[src/hdl/wstd_pkg.sv]
package wstd_pkg;
   localparam int Workers    = 8;
   localparam int QueueDepth = 256;
   localparam int StealTries = 3;
   localparam int WidW  = $clog2(Workers);
   localparam int WidQ  = $clog2(QueueDepth);
   localparam int WidC  = WidQ + 1;
   localparam int WidT  = $clog2(StealTries + 1);

   localparam logic [1:0] CSR_ACTIVE = 2'd0;
   localparam logic [1:0] CSR_SEED   = 2'd1;
   localparam logic [1:0] CSR_ACCEPT = 2'd2;

   localparam logic [1:0] SRC_LOCAL  = 2'd0;
   localparam logic [1:0] SRC_GLOBAL = 2'd1;
   localparam logic [1:0] SRC_STOLEN = 2'd2;

   localparam logic ACT_SUBMIT = 1'b0;
   localparam logic ACT_GET    = 1'b1;

   typedef struct packed {
      logic        action;
      logic [2:0]  worker_id;
      logic        from_worker;
      logic [31:0] task_handle;
   } req_type;

   typedef struct packed {
      logic        ok;
      logic [31:0] task_out;
      logic [1:0]  source;
      logic [2:0]  victim;
   } rsp_type;

   typedef enum logic [2:0] {
      ST_IDLE,
      ST_DECIDE,
      ST_RNG,
      ST_MOD,
      ST_PICK,
      ST_READ,
      ST_DONE
   } state_type;

   // xorshift 13/17/5
   function automatic logic [31:0] xorshift(input logic [31:0] s);
      logic [31:0] x;
      x = s ^ (s << 13);
      x = x ^ (x >> 17);
      x = x ^ (x << 5);
      return x;
   endfunction
endpackage

[src/hdl/wstd_front.sv]
// Front end: input queue stage with a small two-entry FIFO of requests
module wstd_front (
   input  logic              clock,
   input  logic              reset,
   input  logic              req_push,
   output logic              req_full,
   input  wstd_pkg::req_type req_data,
   output logic              cmd_valid,
   input  logic              cmd_take,
   output wstd_pkg::req_type cmd_data
);
   import wstd_pkg::*;

   req_type    fifo_ff [2];
   logic       wr_ff, rd_ff;
   logic [1:0] cnt_ff;
   logic       wr_in, rd_in;
   logic [1:0] cnt_in;
   logic       do_push, do_pop;

   assign req_full  = (cnt_ff == 2'd2);
   assign cmd_valid = (cnt_ff != 2'd0);
   assign cmd_data  = fifo_ff[rd_ff];
   assign do_push   = req_push && !req_full;
   assign do_pop    = cmd_take && cmd_valid;

   always_comb begin
      wr_in  = do_push ? !wr_ff : wr_ff;
      rd_in  = do_pop ? !rd_ff : rd_ff;
      cnt_in = cnt_ff + {1'b0, do_push} - {1'b0, do_pop};
   end

   always_ff @(posedge clock) begin
      if (reset) begin
         wr_ff  <= 1'b0;
         rd_ff  <= 1'b0;
         cnt_ff <= 2'd0;
      end else begin
         wr_ff  <= wr_in;
         rd_ff  <= rd_in;
         cnt_ff <= cnt_in;
      end
   end

   always_ff @(posedge clock) begin
      if (do_push) begin
         fifo_ff[wr_ff] <= req_data;
      end
   end
endmodule

[config.mk]
export PLATFORM = sky130hd
export DESIGN_NAME = wstd_front
export DESIGN_NICKNAME = d
export VERILOG_FILES = /design/src/hdl/wstd_pkg.sv /design/src/hdl/wstd_front.sv
export SDC_FILE = /design/constraint.sdc
export NUM_CORES = 1
export LEC_CHECK = 0
export ABC_CLOCK_PERIOD_IN_PS = 2900
export BUFFER_PORTS_ARGS = -buffer_cell sky130_fd_sc_hd__buf_2
export CAP_MARGIN = 40
export CORE_ASPECT_RATIO = 1.2
export CORE_MARGIN = 8
export CORE_UTILIZATION = 55
export DETAILED_ROUTE_END_ITERATION = 7
export PLACE_DENSITY_LB_ADDON = 0.1
export SYNTH_ARGS = -nofsm -noshare
export SYNTH_HDL_FRONTEND = slang
export SYNTH_SLANG_ARGS = --single-unit
[constraint.sdc]
create_clock -name clock -period 2.9 [get_ports clock]
set_input_delay 0.58 -clock clock [delete_from_list [all_inputs] [get_ports clock]]
set_output_delay 0.58 -clock clock [all_outputs]
set_load 0.02 [all_outputs]
Word level (Yosys, flattened, before mapping)
Memories as Yosys holds them, arrays and structs flattened. A register that Yosys moved wholly into a read port is not among the register bits.
Index checks and enable logic that the tools add are counted.
W data, S select, Z words.
{ "word_totals": {"mem_bits_rw": 74, "latch_bits": 0, "input_bits": 41, "romBits": 0, "mem_count": 1, "regBits": 4, "output_inout_bits": 39, "wordCells": 17} }
{ "op_classes": {"n_eq_ne": 1, "shift": 0, "div_mod_pow": 0, "mul": 0, "magnitude_cmp": 0, "n_mux": 4, "reduce_logical": 6, "add_sub_neg": 2, "n_bitwise": 0} }
{ "memory_table": {"columns": ["name", "words", "word_bits", "read_ports", "rd_clocked_by_memory_dff", "write_ports", "line_no", "text"], "rows": [
  ["fifo_ff", 2, 37, 1, 1, 1, "wstd_front.sv:14", "req_type fifo_ff [2];"]
]} }
{ "op_table": {"columns": ["op", "count"], "rows": [
  ["$mux W1", 4],
  ["$logic_not A1 Y1", 3],
  ["$add A2 B1 Y2", 1],
  ["$eq A2 B2 Y1 const B", 1],
  ["$logic_and A1 B1 Y1", 2],
  ["$reduce_bool A2 Y1", 1],
  ["$sub A2 B1 Y2", 1]
]} }

Depth between registers and ports, before layout
Gate-level depths: netlist (run 1).
{ "logic_depth": {"word_depth": 5, "ltp_mapped": 8, "depth_no_buf": 8} }

Worst setup path after synthesis (run 1)
OpenSTA, ideal clock, no wires.
{ "synth_path": {"path_kind": "input port to flip-flop", "from": "input port req_push", "to": "memory fifo_ff[0][0] (netlist name) (enable)", "n_path_buf": 0, "cell_stages": 3, "arrival_ns": 1.706, "setup_time_ns": 0.392, "slack_ns": 0.803, "t_required_ns": 2.508, "cell_sequence": "inv_1 > or3_1 > inv_1"} }
{ "synth_between": {"elab_chain_cells": 3} }
{ "synth_lines": {"columns": ["element", "line_no", "text"], "rows": [
  ["start: declaration", "wstd_front.sv:5", "input logic req_push,"],
  ["$logic_and A1 B1 Y1", "wstd_front.sv:24", "assign do_push = req_push && !req_full;"],
  ["$mux W1", "wstd_front.sv:46", "if (do_push) begin"],
  ["$mux W1 (not written as such)", "wstd_front.sv:47", "fifo_ff[wr_ff] <= req_data;"],
  ["end: declaration", "wstd_front.sv:14", null]
]} }
No other way between the ends.

==> metrics.yaml, run 1 <==
setup_path:
  ff2ff_path_depth: 2
  crit_fanout: 21
  worstReg2RegStart: "cnt_ff[0]"
  worstSetupEndpointType: "output pin"
  worst_ep_required_time_ps: 2320
  r2r_end: "fifo_ff[1][22]"
  max_stage_delay_ps: 650
  crit_chain: "buf_4 -> mux2_2 -> buf_2"
  reg2reg_setup_slack_ps: 1190
  cp-start-kind: "flop"
  cp.arrival_ps: 1790
  critPathSlowestCell: "dfxtp_2"
  path_delay_family: "flip-flops"
  worstSetupPathType: "flop to output pin"
  crit_buf_inv: 2
grt:
  antenna_found_initial: 0
  grt.total_usage: 0.141
  grt_max_degree: 38
  overflow: 0
  grt_pass1_wl_um: 8020
  grt_pass1_vias: 1673
cts:
  cts.sinks: 79
  cts_buffer_depth: 2
  clock_latency_ps: 340
  cts_hold_buf: 0
  cts_buffers: 9
  cts_tree: "yes"
  cts_setup_buffers: 0
  cts.reportedPaths.clkPinSlew_ps: 80
  cts-root-buf: "clkbuf_8"
  h-tree-depth: 3
  cts.repair.resized: 0
sta:
  drv_slew: 0
  clock_skew_ps: 5.73
  period_share: 0.818
  hold_violations: 0
  setup_violations: 0
  slew_headroom: 0.440
  tightest_slew_ps: 839
  setup_ws_ps: 528
  setup_tns_ps: 0
  holdWs_ps: 429
  period_needed_ps: 2370
  timing.fmax_mhz: 422
  rsz0062_at_grt: "false"
min_path:
  hold_path_end: "fifo_ff[1][34]"
  whs_path_depth: 1
  hold_path.class: "primary input to flop"
  min-delay-start: "req_data[34]"
yosys:
  syn-num-nets: 184
  synth_top_area_frac: 0.766
  ys_seq_area_frac: 0.801
  synthDistinctLibCells: 20
  synth_cells: 141
  synth_warnings: 0
  synth_edf_count: 74
  syn_area_mm2: 0.00290
  yosys_register_bits: 79
  synth_ff_type: "edfxtp_1"
  syn_avg_cell_area_um2: 20.6
  synth_common_cells: "edfxtp_1 (74), mux2_2 (37), dfxtp_1 (5)"
  synthTopCellsByArea: "edfxtp_1 (77%), mux2_2 (14%), dfxtp_1 (3.5%)"
  async_flop_share: 0
  post-synth-top-count-cell: "edfxtp_1"
  synth_top_area_cell: "edfxtp_1"
final_layout:
  antennaDiodeCount: 0
  area_growth_pct: 22.6
  drive_gt1_frac: 0.583
  fin_area_mm2: 0.00355
  final_nets: 274
  regArea_mm2: 0.00232
  fin_cells: 297
  multi_input_area_um2: 536
  fill_cells: 357
detailed_routing:
  wl_met2_um: 2850
  drt-pass1-iter-count: 4
  wl_met3_um: 402
  drc: 0
  wl_per_cell_um: 17.8
  vias: 1511
  vias_per_cell: 5.09
  drtAntennaViolNets: 0
  highest_layer: "met4"
  route.layer.met1.wl_um: 1920
  drtIter0Drc: 116
  routed_wl_um: 5290
floorplanning:
  rows: 29
  ios: 80
  die-height_um: 95.6
  die-width_um: 82.3
  start_util: 0.559
  die_area_mm2: 0.00786
  core_mm2: 0.00519
pwr:
  p_per_area_mw_per_mm2: 861
  leakagePower_nw: 1.37
  peakVddDrop_mv: 0.605
placed_design:
  pre_cts_slack_ps: 862
  io_buffers: 79
  placed_cell_area_mm2: 0.00338
  dp.cells: 282
  gp_congestion: 0.722
  hpwl_um: 3850
run:
  maxCapViolations: 0
outcome:
  outcome: "complete, no violations"
[flip-flops by register name (all words and copies together), names as in the netlist, named ones only]
name and count:
fifo_ff 74, cnt_ff 2, wr_ff 1, rd_ff 1
[stage by stage]
stage / utilization / total power [mW]
6_report: 0.685 / 3.06
5_1_grt: 0.685 / 3.20
4_1_cts: 0.685 / 3.10
3_5_place_dp: 0.651 / 2.37
3_3_place_gp: 0.651 / 2.32
2_1_floorplan: - / 2.09
[cell type report]
type                       count  area share
timing repair buffer          83       0.120
tap                           62      0.0218
sequential                    79       0.654
clock inverter                 5      0.0141
multi-input combinational     54       0.151
inverter                       4     0.00422
clock buffer                  10      0.0359
[layout by cell type, fill, tap and decap left out]
cell        Yosys  layout
or2_2           1       1
clkinv_1        0       2
or3_1           1       1
ha_1            2       2
nand2_1         1       1
nand2b_2        1       1
bufinv_16       0       1
xnor2_1         2       2
o21ai_0         1       1
nor2_1          3       3
dfxtp_2         0       1
clkbuf_8        0       9
buf_2           1      79
nor2b_1         1       1
xor2_1          1       1
o21a_1          1       1
clkbuf_1        0       1
inv_2           1       1
a21oi_1         1       1
clkinv_2        0       1
edfxtp_1       74      74
buf_4           3       4
dfxtp_1         5       4
and3_2          1       1
mux2_2         37      37
clkinvlp_4      0       1
inv_1           3       3
[power by group]
group | switching (mW) | internal, mW | leakage, nW
combinational | 0.474 | 0.355 | 0.551
clock | 0.345 | 0.386 | 0.0872
sequential | 0.0812 | 1.42 | 0.733
[routing by layer]
layer,up-vias,GRT usage
li1,722,-
met1,728,0.145
met2,49,0.241
met3,12,0.0528
met4,0,0.0777
met5,-,0
[cells by family (layout without fill, tap and decap cells)]
kind of cell,Yosys count,in the layout,share of synthesized area
buf+inv,8,102,0.0147
compound gates,3,3,0.00604
flops,79,79,0.801
xor+xnor,3,3,0.00906
simple gates,9,9,0.0173
mux,37,37,0.144
fa+ha+maj,2,2,0.00863
[worst max-delay path by stage]
stage / startpoint / end / slack [ps] / cells after the start
5_1_grt: flop / cmd_data[5] / 420 / 3
3_3_place_gp: flop / cmd_data[2] / 910 / 3
6_report: flop / cmd_data[1] / 530 / 3
2_1_floorplan: req_push / fifo_ff[0][0] / 800 / 3
4_1_cts: flop / cmd_data[1] / 490 / 3
3_5_place_dp: flop / cmd_data[1] / 860 / 3
Power figures use the tool's default switching activity.
==> inputs of run 2 (changes only) <==
- ABC_AREA: not set -> 1
- ABC_CLOCK_PERIOD_IN_PS: 2900 -> 2100
- CORE_UTILIZATION: 55 -> 47
- clock period: 2.9 -> 2.1 ns (I/O delays scaled with it)
==> metrics.yaml, run 2 <==
yosys:
  yosys_register_bits: 79  # unchanged
  synthSimpleGateAreaFrac: 0.0257  # +0.00842
  post-synth-top-count-cell: "edfxtp_1"
  synth_common_cells: "edfxtp_1 (74), mux2_4 (30), inv_1 (9), nor2_1 (9), nand2_1 (8)"
  syn-num-nets: 196  # +6.5%
  synth_top_area_cell: "edfxtp_1"
  synth_cells: 153  # +8.5%
  synth_adder_area_share: 0.00815  # -0.000478
  synthTopCellsByArea: "edfxtp_1 (72%), mux2_4 (15%), dfxtp_1 (3.3%)"
  syn_area_mm2: 0.00307  # +5.9%
  synth_edf_count: 74  # unchanged
  synth_xor_xnor_area_share: 0  # -0.00906
  synth_ff_type: "edfxtp_1"
  ys_seq_area_frac: 0.756  # -0.0444
  synth_warnings: 0  # unchanged
  synthDistinctLibCells: 12  # -40%
  synth_mux_area_frac: 0.172  # +0.0287
  async_flop_share: 0  # unchanged
  syn_avg_cell_area_um2: 20.1  # -2.4%
  synth_compound_area_frac: 0.00326  # -0.00278
  synth_top_area_frac: 0.724  # -0.0425
  synth_top_family_by_area: "multiplexers"
detailed_routing:
  drt-pass1-iter-count: 6  # +2
  drtAntennaViolNets: 0  # unchanged
  wl_per_cell_um: 15.2  # -15%
  vias: 1563  # +3.4%
  drtIter0Drc: 79  # -32%
  routed_wl_um: 5090  # -3.8%
  drc: 0  # unchanged
  vias_per_cell: 4.65  # -8.6%
sta:
  tightest_slew_ps: 355  # -485 ps
  slew_headroom: 0.763  # +0.323
  drv_slew: 0  # unchanged
  clock_skew_ps: 8.36  # +2.63 ps
  period_share: 0.920
  setup_violations: 0  # unchanged
  period_needed_ps: 1930
  hold_violations: 0  # unchanged
  rsz0062_at_grt: "false"
  setup_tns_ps: 0  # unchanged
  timing.fmax_mhz: 518
  holdWs_ps: 246  # -183 ps
final_layout:
  final_nets: 289  # +5.5%
  reg_top3: "fifo_ff x74, cnt_ff x2"
  largest_register: "fifo_ff"
  drive_gt1_frac: 0.546  # -0.0372
  antennaDiodeCount: 0  # unchanged
  final_cell_mix: "buf_2 (79), edfxtp_1 (74), mux2_4 (30)"
  area_growth_pct: 23.9
  layout_commonest_cell: "buf_2"
  largest_register_ffs: 74  # unchanged
  utilization: 0.597  # -0.0876
grt:
  grt_pass1_vias: 1663  # -0.60%
  overflow: 0  # unchanged
  grt_max_degree: 24  # -37%
  antenna_found_initial: 0  # unchanged
  grt_pass1_wl_um: 7950  # -0.95%
  grt.total_usage: 0.111  # -0.0306
cts:
  clock_latency_ps: 340  # about the same
  cts_setup_buffers: 0  # unchanged
  cts_hold_buf: 0  # unchanged
  cts.sinks: 79  # unchanged
  cts.reportedPaths.clkPinSlew_ps: 70  # about the same
  cts_buffer_depth: 2  # unchanged
  cts-root-buf: "clkbuf_8"
  cts_buffers: 9  # unchanged
  h-tree-depth: 3  # unchanged
  cts.repair.resized: 0  # unchanged
  cts_tree: "yes"
setup_path:
  crit_chain: "buf_12 -> mux2_4 -> buf_2"
  worst_ep_required_time_ps: 1680  # -640 ps
  critPathSlowestCell: "dfxtp_2"
  path_delay_family: "flip-flops"
  cp.arrival_ps: 1510  # -280 ps
  worstReg2RegStart: "cnt_ff[0]"
  cp-start-kind: "flop"
  max_stage_delay_ps: 460  # -190 ps
  crit_buf_inv: 2  # unchanged
  worstSetupPathType: "flop to output pin"
  crit_fanout: 20  # -4.8%
  worstSetupEndpointType: "output pin"
floorplanning:
  core_mm2: 0.00637  # +23%
  start_util: 0.482  # -0.0766
  die_area_mm2: 0.00939  # +19%
  ios: 80  # unchanged
  die-height_um: 105  # +9.4%
  die-width_um: 89.8  # +9.1%
  rows: 32  # +10%
pwr:
  p_per_area_mw_per_mm2: 1210  # +41%
  peakVddDrop_mv: 0.619  # +2.2%
  fin_total_pwr_mw: 4.61  # +51%
  leakagePower_nw: 1.55  # +13%
outcome:
  outcome: "complete, no violations"
placed_design:
  gp_congestion: 0.727  # +0.71%
  io_buffers: 79  # unchanged
  hpwl_um: 3750  # -2.6%
min_path:
  min-delay-start: "reset"
  hold_path.class: "primary input to flop"
run:
  maxCapViolations: 0  # unchanged
-- run 2: final cells by class --
cell class,instances,area [µm²]
clock buffer,11,131
inverter,9,33.8
clock inverter,5,72.6
multi-input combinational,61,651
sequential,79,2320
fill,509,2560
timing repair buffer,86,485
tap,85,106
-- run 2: cells by family after synthesis --
group	count (synthesis)
buffers and inverters	13
DFF	79
adders and majority gates	2
AOI/OAI and AO/OA	2
and+or+nand+nor	20
muxes	37
-- run 2: path summary, 6_finish.rpt --
path	to	slack [ps]	depth (start not counted)
max	cmd_data[11]	170	3
max reg2reg	cnt_ff[1]	530	10
min	cnt_ff[0]	250	2
min reg2reg	rd_ff	520	2
-- run 2: per-layer routing --
layer / routed length (µm) / vias up / track usage
met5: 0 / - / 0
met1: 1910 / 735 / 0.106
met3: 339 / 12 / 0.0387
met2: 2710 / 54 / 0.197
li1: - / 762 / -
met4: 133 / 0 / 0.0727
-- run 2: where the power goes --
group | internal [mW] | switching (mW)
Combinational | 0.628 | 0.757
Sequential | 1.99 | 0.0845
Clock | 0.660 | 0.483
-- run 2: through the flow --
stage	setup slack, ps	cells	area [µm²]
global placement	519	320	3600
CTS	127	336	3800
floorplan	159	153	3070
detailed placement	516	320	3600
global route	81.8	336	3800
finish	169	336	3800
